## config.mk

```make
export PLATFORM = sky130hd
export DESIGN_NAME = dna_kmer_pack_dedup_unit
export DESIGN_NICKNAME = d
export VERILOG_FILES = /design/src/hw/rtl/kmerdd_pkg.sv /design/src/hw/rtl/kmerdd_core.sv /design/src/hw/rtl/kmerdd_fifo.sv /design/src/hw/rtl/dna_kmer_pack_dedup_unit.sv
export SDC_FILE = /design/constraint.sdc
export NUM_CORES = 2
export LEC_CHECK = 0
export ABC_AREA = 1
export BUFFER_PORTS_ARGS = -buffer_cell sky130_fd_sc_hd__buf_2
export CORE_ASPECT_RATIO = 1.5
export CORE_MARGIN = 2
export CORE_UTILIZATION = 55
export DETAILED_ROUTE_END_ITERATION = 10
export GPL_TIMING_DRIVEN = 0
export PLACE_DENSITY = 0.7
export REMOVE_ABC_BUFFERS = 1
export SLEW_MARGIN = 20
export SYNTH_ARGS = -nofsm -noshare
export SYNTH_HDL_FRONTEND = slang
export SYNTH_SLANG_ARGS = --single-unit
```

## constraint.sdc

```tcl
create_clock -name i_clk -period 17.22 [get_ports i_clk]
set_clock_uncertainty 0.2 [all_clocks]
set_input_delay 3.444 -clock i_clk [delete_from_list [all_inputs] [get_ports i_clk]]
set_output_delay 3.444 -clock i_clk [all_outputs]
set_load 0.005 [all_outputs]
```

## src/hw/rtl/kmerdd_pkg.sv

```systemverilog
`timescale 1ns / 1ps

package kmerdd_pkg;

    localparam int MAX_BASES_DEF = 32;
    localparam int OFIFO_DEPTH   = 4;

    localparam logic [5:0] SEQ_LEN_RST = 6'd20;
    localparam logic [5:0] POS_SAT     = 6'd63;

    localparam logic [7:0] CHAR_NL = 8'd10;
    localparam logic [7:0] CHAR_A  = 8'h41;
    localparam logic [7:0] CHAR_C  = 8'h43;
    localparam logic [7:0] CHAR_G  = 8'h47;
    localparam logic [7:0] CHAR_T  = 8'h54;

    localparam logic [1:0] CODE_A = 2'd0;
    localparam logic [1:0] CODE_C = 2'd1;
    localparam logic [1:0] CODE_G = 2'd2;
    localparam logic [1:0] CODE_T = 2'd3;

    localparam logic STATUS_RUN = 1'b0;
    localparam logic STATUS_ERR = 1'b1;

    typedef struct packed {
        logic [7:0] text_byte;
        logic       end_of_stream;
    } t_in_word;

    typedef struct packed {
        logic [63:0] packed_signature;
        logic [31:0] occurrence_count;
        logic [31:0] site_id;
        logic        status;
        logic        last_of_run;
    } t_out_word;

    typedef struct packed {
        logic wr_first;
        logic wr_second;
    } t_push_ctl;

    // anything that is not a known base letter packs as A
    function automatic logic [1:0] base_code(input logic [7:0] b);
        logic [1:0] c;
        case (b)
            CHAR_C:  c = CODE_C;
            CHAR_G:  c = CODE_G;
            CHAR_T:  c = CODE_T;
            CHAR_A:  c = CODE_A;
            default: c = CODE_A;
        endcase
        return c;
    endfunction

endpackage

```

## src/hw/rtl/kmerdd_core.sv

```systemverilog
`timescale 1ns / 1ps

module kmerdd_core #(
    parameter int MAX_BASES = kmerdd_pkg::MAX_BASES_DEF
) (
    input  logic                  i_clk,
    input  logic                  i_rst_n,
    input  logic                  i_in_valid,
    output logic                  o_in_ready,
    input  kmerdd_pkg::t_in_word  i_in_word,
    input  logic                  i_cfg_we,
    input  logic [5:0]            i_cfg_wdata,
    input  logic                  i_room,
    output kmerdd_pkg::t_push_ctl o_push,
    output kmerdd_pkg::t_out_word o_res0,
    output kmerdd_pkg::t_out_word o_res1
);
    import kmerdd_pkg::*;

    localparam int IDX_W = (MAX_BASES > 1) ? $clog2(MAX_BASES) : 1;
    localparam logic [5:0] MAX_LEN = 6'(MAX_BASES);

    logic        r_in_valid;
    t_in_word    r_in_word;
    logic [5:0]  r_seq_len;

    logic [7:0]  r_cur_line  [MAX_BASES];
    logic [7:0]  r_prev_line [MAX_BASES];

    logic [63:0] r_line_sig, n_line_sig;
    logic [63:0] r_run_sig, n_run_sig;
    logic [31:0] r_run_count, n_run_count;
    logic [31:0] r_next_id, n_next_id;
    logic [5:0]  r_base_pos, n_base_pos;
    logic        r_differs, n_differs;
    logic        r_run_open, n_run_open;

    logic            fire;
    logic            is_nl;
    logic            in_range;
    logic            len_ok;
    logic [IDX_W-1:0] pos_idx;
    logic [5:0]      eff_len;
    logic [1:0]      k;
    t_out_word       res [2];

    assign fire       = r_in_valid && i_room;
    assign o_in_ready = i_rst_n && (!r_in_valid || fire);
    assign is_nl      = (r_in_word.text_byte == CHAR_NL);
    assign in_range   = (r_base_pos < MAX_LEN);
    assign pos_idx    = r_base_pos[IDX_W-1:0];

    always_comb begin
        if (r_seq_len == 6'd0) begin
            eff_len = 6'd1;
        end else if (r_seq_len > MAX_LEN) begin
            eff_len = MAX_LEN;
        end else begin
            eff_len = r_seq_len;
        end
    end

    assign len_ok = (r_base_pos == eff_len);

    always_comb begin
        n_line_sig  = r_line_sig;
        n_run_sig   = r_run_sig;
        n_run_count = r_run_count;
        n_next_id   = r_next_id;
        n_base_pos  = r_base_pos;
        n_differs   = r_differs;
        n_run_open  = r_run_open;
        k           = 2'd0;
        res[0]      = '0;
        res[1]      = '0;

        if (!is_nl) begin
            if (in_range) begin
                n_line_sig[{pos_idx, 1'b0} +: 2] = base_code(r_in_word.text_byte);
                if (r_prev_line[pos_idx] != r_in_word.text_byte) begin
                    n_differs = 1'b1;
                end
            end
            if (r_base_pos < POS_SAT) begin
                n_base_pos = r_base_pos + 6'd1;
            end
        end else begin
            if (!len_ok) begin
                res[0].status = STATUS_ERR;
                k = 2'd1;
            end else if (r_run_open && !r_differs) begin
                if (r_run_count != '1) begin
                    n_run_count = r_run_count + 32'd1;
                end
            end else begin
                // a different line closes the old run first
                if (r_run_open) begin
                    res[0] = '{r_run_sig, r_run_count, r_next_id, STATUS_RUN, 1'b0};
                    k = 2'd1;
                    n_next_id = r_next_id + 32'd1;
                end
                n_run_sig   = r_line_sig;
                n_run_count = 32'd1;
                n_run_open  = 1'b1;
            end

            if (r_in_word.end_of_stream && n_run_open) begin
                res[k[0]] = '{n_run_sig, n_run_count, n_next_id, STATUS_RUN, 1'b0};
                k = k + 2'd1;
                n_next_id  = n_next_id + 32'd1;
                n_run_open = 1'b0;
            end

            case (k)
                2'd1:    res[0].last_of_run = 1'b1;
                2'd2:    res[1].last_of_run = 1'b1;
                default: ;
            endcase

            n_base_pos = '0;
            n_line_sig = '0;
            n_differs  = 1'b0;
        end
    end

    assign o_push.wr_first  = fire && (k != 2'd0);
    assign o_push.wr_second = fire && (k == 2'd2);
    assign o_res0 = res[0];
    assign o_res1 = res[1];

    always_ff @(posedge i_clk) begin
        if (!i_rst_n) begin
            r_in_valid  <= 1'b0;
            r_seq_len   <= SEQ_LEN_RST;
            r_line_sig  <= '0;
            r_run_sig   <= '0;
            r_run_count <= '0;
            r_next_id   <= '0;
            r_base_pos  <= '0;
            r_differs   <= 1'b0;
            r_run_open  <= 1'b0;
        end else begin
            if (o_in_ready) begin
                r_in_valid <= i_in_valid;
            end
            if (i_cfg_we) begin
                r_seq_len <= i_cfg_wdata;
            end
            if (fire) begin
                r_line_sig  <= n_line_sig;
                r_run_sig   <= n_run_sig;
                r_run_count <= n_run_count;
                r_next_id   <= n_next_id;
                r_base_pos  <= n_base_pos;
                r_differs   <= n_differs;
                r_run_open  <= n_run_open;
            end
        end
    end

    always_ff @(posedge i_clk) begin
        if (o_in_ready && i_in_valid) begin
            r_in_word <= i_in_word;
        end
    end

    // line being received; cleared at reset so short history compares as zero
    always_ff @(posedge i_clk) begin
        if (!i_rst_n) begin
            for (int i = 0; i < MAX_BASES; i++) begin
                r_cur_line[i] <= '0;
            end
        end else if (fire && !is_nl && in_range) begin
            r_cur_line[pos_idx] <= r_in_word.text_byte;
        end
    end

    // only a line of the right length becomes the compare line
    always_ff @(posedge i_clk) begin
        if (fire && is_nl && len_ok) begin
            for (int i = 0; i < MAX_BASES; i++) begin
                r_prev_line[i] <= r_cur_line[i];
            end
        end
    end

`ifndef SYNTHESIS
    a_nl_clears_pos: assert property (@(posedge i_clk) disable iff (!i_rst_n)
        (fire && is_nl) |=> (r_base_pos == 6'd0 && !r_differs))
        else $error("line position not cleared after newline");

    a_open_run_counted: assert property (@(posedge i_clk) disable iff (!i_rst_n)
        r_run_open |-> (r_run_count != 32'd0))
        else $error("open run with zero count");

    a_err_fields_zero: assert property (@(posedge i_clk) disable iff (!i_rst_n)
        (o_push.wr_first && o_res0.status == STATUS_ERR) |->
            (o_res0.occurrence_count == 32'd0 && o_res0.packed_signature == 64'd0))
        else $error("error result carries run data");
`endif

endmodule

```

## src/hw/rtl/kmerdd_fifo.sv

```systemverilog
`timescale 1ns / 1ps

module kmerdd_fifo (
    input  logic                  i_clk,
    input  logic                  i_rst_n,
    input  kmerdd_pkg::t_push_ctl i_push,
    input  kmerdd_pkg::t_out_word i_res0,
    input  kmerdd_pkg::t_out_word i_res1,
    output logic                  o_room,
    output logic                  o_out_valid,
    input  logic                  i_out_ready,
    output kmerdd_pkg::t_out_word o_out_word
);
    import kmerdd_pkg::*;

    localparam int PTR_W = $clog2(OFIFO_DEPTH);
    localparam int CNT_W = $clog2(OFIFO_DEPTH + 1);

    t_out_word        r_mem [OFIFO_DEPTH];
    logic [PTR_W-1:0] r_wptr, n_wptr;
    logic [PTR_W-1:0] r_rptr, n_rptr;
    logic [CNT_W-1:0] r_count, n_count;
    logic             pop;
    logic [PTR_W-1:0] wptr_nxt;

    // room for the two results that one newline word can cause
    assign o_room      = (r_count <= CNT_W'(OFIFO_DEPTH - 2));
    assign o_out_valid = (r_count != '0);
    assign o_out_word  = r_mem[r_rptr];
    assign pop         = o_out_valid && i_out_ready;
    assign wptr_nxt    = r_wptr + PTR_W'(1);

    always_comb begin
        n_wptr  = r_wptr;
        n_rptr  = r_rptr;
        n_count = r_count;
        if (i_push.wr_second) begin
            n_wptr  = r_wptr + PTR_W'(2);
            n_count = n_count + CNT_W'(2);
        end else if (i_push.wr_first) begin
            n_wptr  = wptr_nxt;
            n_count = n_count + CNT_W'(1);
        end
        if (pop) begin
            n_rptr  = r_rptr + PTR_W'(1);
            n_count = n_count - CNT_W'(1);
        end
    end

    always_ff @(posedge i_clk) begin
        if (!i_rst_n) begin
            r_wptr  <= '0;
            r_rptr  <= '0;
            r_count <= '0;
        end else begin
            r_wptr  <= n_wptr;
            r_rptr  <= n_rptr;
            r_count <= n_count;
        end
    end

    always_ff @(posedge i_clk) begin
        if (i_push.wr_first) begin
            r_mem[r_wptr] <= i_res0;
        end
        if (i_push.wr_second) begin
            r_mem[wptr_nxt] <= i_res1;
        end
    end

`ifndef SYNTHESIS
    a_second_needs_first: assert property (@(posedge i_clk) disable iff (!i_rst_n)
        i_push.wr_second |-> i_push.wr_first)
        else $error("second result pushed without first");

    a_push_has_room: assert property (@(posedge i_clk) disable iff (!i_rst_n)
        i_push.wr_first |-> o_room)
        else $error("push into result queue without room");

    a_count_bound: assert property (@(posedge i_clk) disable iff (!i_rst_n)
        r_count <= CNT_W'(OFIFO_DEPTH))
        else $error("result queue overflow");
`endif

endmodule

```

## src/hw/rtl/dna_kmer_pack_dedup_unit.sv

```systemverilog
`timescale 1ns / 1ps

// a newline word passes the input register and may write two results into the result queue
// throughput: one text word per cycle unless held back; results leave one per cycle if taken
// input is held back in reset or when the four-entry result queue lacks two free slots
// reset: synchronous, active low; clears control state and the open run, length returns to 20
// the compare line store has no reset; its compare result only matters once a run is open

module dna_kmer_pack_dedup_unit #(
    parameter int MAX_BASES = kmerdd_pkg::MAX_BASES_DEF
) (
    input  logic                  i_clk,
    input  logic                  i_rst_n,
    input  logic                  i_in_valid,
    output logic                  o_in_ready,
    input  kmerdd_pkg::t_in_word  i_in_word,
    output logic                  o_out_valid,
    input  logic                  i_out_ready,
    output kmerdd_pkg::t_out_word o_out_word,
    input  logic                  i_cfg_we,
    input  logic [5:0]            i_cfg_wdata
);
    import kmerdd_pkg::*;

    t_push_ctl push;
    t_out_word res0;
    t_out_word res1;
    logic      room;

    kmerdd_core #(
        .MAX_BASES (MAX_BASES)
    ) u_core (
        .i_clk       (i_clk),
        .i_rst_n     (i_rst_n),
        .i_in_valid  (i_in_valid),
        .o_in_ready  (o_in_ready),
        .i_in_word   (i_in_word),
        .i_cfg_we    (i_cfg_we),
        .i_cfg_wdata (i_cfg_wdata),
        .i_room      (room),
        .o_push      (push),
        .o_res0      (res0),
        .o_res1      (res1)
    );

    kmerdd_fifo u_fifo (
        .i_clk       (i_clk),
        .i_rst_n     (i_rst_n),
        .i_push      (push),
        .i_res0      (res0),
        .i_res1      (res1),
        .o_room      (room),
        .o_out_valid (o_out_valid),
        .i_out_ready (i_out_ready),
        .o_out_word  (o_out_word)
    );

endmodule
```

# Word level (Yosys, flattened, before mapping)
# Memory sizes are Yosys's and may differ from the RTL's. A register that Yosys moved wholly into a read port is not among the register bits.
# Index checks and enable logic that the tools add are counted.
dict set report classes {
  addsub 12
  magnitude_cmp 6
  eq_ne 10
  shift 2
  mux 73
  bitwise 1
  reduce_logical 29
}
# operator count
set ops {}
lappend ops {{two-way mux 260 bit} 2}
lappend ops {{two-way mux 130 bit} 3}
lappend ops {{two-way mux 64 bit} 5}
lappend ops {{two-way mux 32 bit} 9}
lappend ops {{bitwise mux 260 bit} 1}
lappend ops {{two-way mux 128 bit} 2}
lappend ops {{demux 130 bit (select 1 bit)} 1}
lappend ops {{adder 32 x 1 -> 32 bit (second input constant)} 3}
lappend ops {{bitwise mux 64 bit} 1}
lappend ops {{variable shift 2 x 8 -> 64 bit (first input constant)} 1}
lappend ops {{variable part select 2 x 8 -> 64 bit} 1}
lappend ops {{inequality test 32 bit (second input constant)} 1}
lappend ops {{two-way mux 1 bit} 25}
lappend ops {{== test 8 x 7 -> 1 bit (second input constant)} 3}
lappend ops {{two-way mux 2 bit} 12}
lappend ops {{two-way mux 6 bit} 4}
lappend ops {{two-way mux 5 bit} 3}
lappend ops {{logical AND 1 bit} 13}
lappend ops {{< comparator 6 bit (second input constant)} 2}
lappend ops {{nonzero test 2 bit} 5}
lappend ops {{two-way mux 3 bit} 3}
lappend ops {{== test 8 x 4 -> 1 bit (second input constant)} 1}
lappend ops {{two-way mux 8 bit} 1}
lappend ops {{inequality test 8 bit} 1}
lappend ops {{other kinds (23)} 30}
dict set report word_totals {
  reg_bits 223
  mem_bits_rw 1032
  in_bits 20
  output_inout_bits 132
  word_cells 150
  mem_count 3
}
# name words word_bits read_ports rd_clocked_by_memory_dff write_ports line
set mem_list {}
lappend mem_list {u_fifo.r_mem 4 130 1 1 2 kmerdd_fifo.sv:19} ;# t_out_word r_mem [OFIFO_DEPTH];
lappend mem_list {u_core.r_cur_line 32 8 32 0 32 kmerdd_core.sv:27} ;# logic [7:0] r_cur_line [MAX_BASES];
lappend mem_list {u_core.r_prev_line 32 8 1 1 32 kmerdd_core.sv:28} ;# logic [7:0] r_prev_line [MAX_BASES];

# Depth between registers and ports, before layout
dict set report depth {
  word_depth 16
  mapped_depth 22
  depth_no_buf 22
}

# Cells and area by module
# From an unflattened synthesis, not the netlist that was laid out.
dict set report hier_totals {
  cells_unflattened 6511
  area_unflattened_um2 59801.1
}
# module n_inst cells_per_inst area_each_um2 seq_area_each_um2
set modules_own_cells {}
lappend modules_own_cells {kmerdd_core 1 3887 34341.7 19889.1}
lappend modules_own_cells {kmerdd_fifo 1 2624 25459.4 15795.1}

# Worst setup path before layout
# OpenSTA, ideal clock, no wires.
dict set report synth_timing {
  path_kind {reg-to-reg}
  from {reg u_core.r_base_pos[0]}
  to {mem u_fifo.r_mem[0][0] in the netlist's numbering (enable)}
  setup_ns 0.799
  arrival_ns 11.329
  required_time_ns 16.221
  slack_ns 4.892
  stages_incl_launch_ff 17
  n_path_buf 2
  period_less_slack_ns 12.328
  path_cell_list {dfxtp_1 > buf_2 > inv_1 > nand3_1 > nand2_1 > nor2_1 > buf_4 > nand3_4 > nor2_1 > inv_1 > ha_1 > inv_1 > nor2_1 > nand2_1 > o21ai_0 > inv_1 > o21ai_0}
}
# element line
set synth_rtl {}
lappend synth_rtl {{start: declaration} kmerdd_core.sv:34} ;# logic [5:0] r_base_pos, n_base_pos;
lappend synth_rtl {{start signal: assignment} kmerdd_core.sv:154} ;# r_base_pos <= n_base_pos;
lappend synth_rtl {{end: declaration} kmerdd_fifo.sv:19}

# Final worst setup path
dict set report layout_timing {
  from {in i_rst_n}
  to {out o_in_ready}
}
dict set report layout_via {
  elab_chain_cells 1
}
# element line
set layout_rtl {}
lappend layout_rtl {{start: declaration} dna_kmer_pack_dedup_unit.sv:13} ;# input logic i_rst_n,
lappend layout_rtl {{logical AND 1 bit} kmerdd_core.sv:48} ;# assign o_in_ready = i_rst_n && (!r_in_valid || fire);
lappend layout_rtl {{end: declaration} dna_kmer_pack_dedup_unit.sv:15} ;# output logic o_in_ready,
# Every way passes these cells.

==> summary.txt <==
STA
  • Fin crit share: 46.5%
  • Setup violators final: 0
  • Fin. Hold Viols: 0
  • Slew @ Worst Pin: 1.16 ns
  • Slew Viols, Final: 0
  • TNS Setup: 0 ns
  • Fmax: 125 MHz
  • Slew HR: 22.6%
  • Final min period: 8.01 ns
  • Unrepaired setup endpoints after global routing: no

Pwr
  • Comb power frac: 15.6%
  • Seq pwr share: 47.1%
  • Pleak: 0.0228 uW
  • Power density over cell area: 107 mW/mm2
  • Pint: 5110 uW
  • VDD IR max: 0.0935 mV
  • Switching Fraction: 28.5%
  • Net load switching power: 2030 uW
  • Clock Power Share: 37.3%

Hold path
  • Min-delay src: u_core.r_cur_line[27][1]
  • Hold depth: 0
  • Min-Delay Path Class: flip-flop to flip-flop
  • Hold Path Sink: u_core.r_prev_line[27][1]

Synthesis
  • Post-synthesis async set-or-reset flop share: 0%
  • #FFs+latches synth: 1,262
  • Post-Syn Area: 0.0589 mm2
  • Synth Instances: 6,400
  • Netlist cell types: 43
  • Yosys Warn Count: 0
  • Post-synth EDFFs: 1,041
  • Post-synthesis sequential area ratio: 60.6%
  • Top FF cell, synth: edfxtp_1
  • Syn_area_per_cell: 9.20 um2

Finish
  • Number of fill cells: 8,689
  • Share of cells above drive strength 1: 8.24%
  • Finished Cell Area: 0.0665 mm2
  • P&R area growth vs syn: 13.0%
  • Final nets: 6,406
  • Antenna diodes: 0

CTS
  • Clock tree sinks: 1,262
  • H-tree depth: 3
  • CTS tree: yes
  • Worst skew pair latency: 0.74 ns
  • Clock buffer count from CTS: 116
  • Hold-fix buffer count after cts: 0
  • Postcts setup bufs: 0
  • Worst-path clk slew: 0.06 ns
  • # resized after CTS: 0
  • Root Buffer: clkbuf_16
  • Clock Path Buffers: 3

GRT
  • First-pass GRT wire length: 268 mm
  • Antenna violations before repair: 4
  • GR Util All Layers: 31.9%
  • Via count of the first global-routing pass: 46,800
  • Aggregate global routing overflow: 0
  • Largest net degree at the start of global routing: 103

Critical path
  • Crit Reg-Reg Startpoint: u_core.r_in_word[3]
  • CP max stage delay: 0.54 ns
  • Critical path peak fanout: 45
  • Critical path data arrival time: 4.36 ns
  • Top delay family on crit path: buffers and inverters
  • R2R Setup Slk: 10.45 ns
  • Worst path slowest cell: buf_4
  • Cell breakdown of the critical path: buf_4 > nand2_1 > inv_1 > buf_2
  • Crit path required time: 13.58 ns
  • CP Class: input pin to primary output
  • CP Launch Type: input pin
  • CP Buf/Inv Count: 3
  • Crit path launch: i_rst_n
  • R2R Path End: u_fifo.r_mem[3][116]
  • Critical path capture point type: primary output
  • R2R depth: 17

Status
  • Outcome: finished clean

Floorplan
  • Chip height: 405 um
  • I/O pins: 152
  • Die X: 271 um
  • Die area: 0.110 mm2
  • Core Box Area: 0.107 mm2
  • Num rows: 147
  • Initial Utilization: 55.2%

Run
  • Max_cap viols: 0

Drt
  • Via Count: 48,000
  • First-pass detailed-route iteration total: 6
  • Antenna-violating nets left: 0
  • Initial DRC count: 5,092
  • WL final: 178 mm
  • DRC: 0
  • DR vias/cell: 6.08
  • Avg WL per Cell: 22.6 um

Placement
  • DP Area: 0.0626 mm2
  • GP Congestion: 0.971
  • Input/output buffers: 151
  • HPWL Detailed: 117 mm
[power by group through the flow]
| stage | combinational [uW] | sequential, uW | clock, uW |
|---|---|---|---|
| after floorplan | 527 | 3450 | 0 |
| after global placement | 957 | 3510 | 0 |
| after detailed placement | 1090 | 3430 | 0 |
| after CTS | 1100 | 3360 | 2680 |
| after global routing | 1190 | 3370 | 2790 |
| final | 1120 | 3360 | 2660 |
[flip-flops by register name, indices dropped and copies added, names as in the netlist, named ones only]
name and count:
u_core.r_base_pos 6, u_core.r_cur_line 256, u_core.r_differs 1, u_core.r_in_valid 1
u_core.r_in_word 9, u_core.r_line_sig 64, u_core.r_next_id 32, u_core.r_prev_line 256
u_core.r_run_count 32, u_core.r_run_open 1, u_core.r_run_sig 64, u_core.r_seq_len 6
u_fifo.r_count 3, u_fifo.r_mem 520, u_fifo.r_rptr 2, u_fifo.r_wptr 2
[stage by stage]
stage / setup slack [ns] / instances / hold WS, ns / total power (uW) / util [%]
final: 9.21 / 7885 / 0.213 / 7140 / 62.4
after global routing: 9.17 / 7885 / 0.221 / 7350 / 62.4
after CTS: 9.23 / 7885 / 0.218 / 7140 / 62.4
after detailed placement: 9.23 / 7663 / 0.205 / 4520 / 58.7
after global placement: -30.72 / 7545 / 0.200 / 4470 / 55.9
after floorplan: -5.38 / 5979 / 0.200 / 3970 / -
[synthesized netlist by cell type (7+ instances only)]
| cell type | count | share of area [%] |
|---|---|---|
| nand2_1 | 1322 | 8.4 |
| inv_2 | 25 | 0.16 |
| buf_2 | 68 | 0.58 |
| nor2_1 | 1003 | 6.4 |
| nor3_1 | 83 | 0.71 |
| nand4_1 | 45 | 0.48 |
| o21ai_0 | 825 | 7.0 |
| dfxtp_1 | 221 | 7.5 |
| clkbuf_1 | 298 | 1.9 |
| nor2_2 | 8 | 0.085 |
| inv_1 | 296 | 1.9 |
| buf_1 | 36 | 0.23 |
| o21ai_1 | 185 | 1.6 |
| o211ai_1 | 36 | 0.46 |
| ha_1 | 20 | 0.43 |
| clkinv_1 | 7 | 0.045 |
| xor2_1 | 36 | 0.54 |
| nor4_1 | 11 | 0.12 |
| a21oi_1 | 122 | 1.0 |
| buf_4 | 19 | 0.24 |
| edfxtp_1 | 1041 | 53 |
| o221ai_1 | 40 | 0.60 |
| o22ai_1 | 324 | 3.4 |
| nand3_1 | 289 | 2.5 |
[logic make-up (layout without fill, tap and decap cells)]
family | after synthesis | after routing | share of synthesized area, %
AOI/OAI and AO/OA | 1551 | 1551 | 14.4
adders and majority gates | 20 | 20 | 0.425
buffers and inverters | 749 | 819 | 5.04
DFF | 1262 | 1262 | 60.6
xor gates and xnor gates | 37 | 37 | 0.551
and+or+nand+nor | 2781 | 2781 | 19.0
[how the worst max path moves through the flow]
| stage | depth (start not counted) | end |
|---|---|---|
| after global placement | 11 | u_fifo.r_mem[2][78] |
| after CTS | 4 | o_in_ready |
| after global routing | 4 | o_in_ready |
| final | 4 | o_in_ready |
| after detailed placement | 4 | o_in_ready |
| after floorplan | 11 | u_fifo.r_mem[2][0] |
[cells in the final DEF (no fill, tap or decap), drive strengths merged, types with 3 or more instances in the layout]
cell type	instances
nand2	1326
edfxtp	1041
nor2	1013
o21ai	1010
inv	327
o22ai	324
nand3	290
buf	269
dfxtp	221
clkbuf	155
a21oi	122
nor3	87
nand4	45
clkinv	44
o221ai	40
xor2	36
o211ai	36
ha	20
bufinv	12
nor4	12
clkinvlp	12
nand3b	4
o31ai	4
a221oi	3
a31oi	3
a211oi	3
[metal layers]
layer	global-route usage, %	wire length [um]	part of all wire, %	vias up
met3	5.71	14700	8.2	598
met5	0	40	0.022	-
met1	36.4	63500	36	22800
met4	20.8	11800	6.6	6
met2	55.2	88300	50	2326
li1	-	-	-	22200
[worst register-to-register path: stages, from the launching register on]
cell and delay (ns):
edfxtp_1 0.49, inv_2 0.75, nand4_1 0.29, nor4_4 0.57, buf_4 0.35, inv_2 0.20, nor2_4 0.62, inv_2 0.15
nor3_2 0.24, inv_2 0.17, nor2_4 0.66, buf_16 0.24, inv_2 0.38, o21ai_4 0.34, buf_16 0.23, buf_16 0.18
buf_16 0.19, buf_16 0.19
[final cells by class]
cell class	count	area (um2)	area share (%)
clock inverters	67	728	1.09
repair buffers	269	3490	5.24
flip-flops and latches	1262	35700	53.7
clock buffers	155	3170	4.76
well taps	1415	1770	2.66
inverters	328	1280	1.92
multi-input cells	4389	20400	30.6
(Power assumes the default switching activity.)
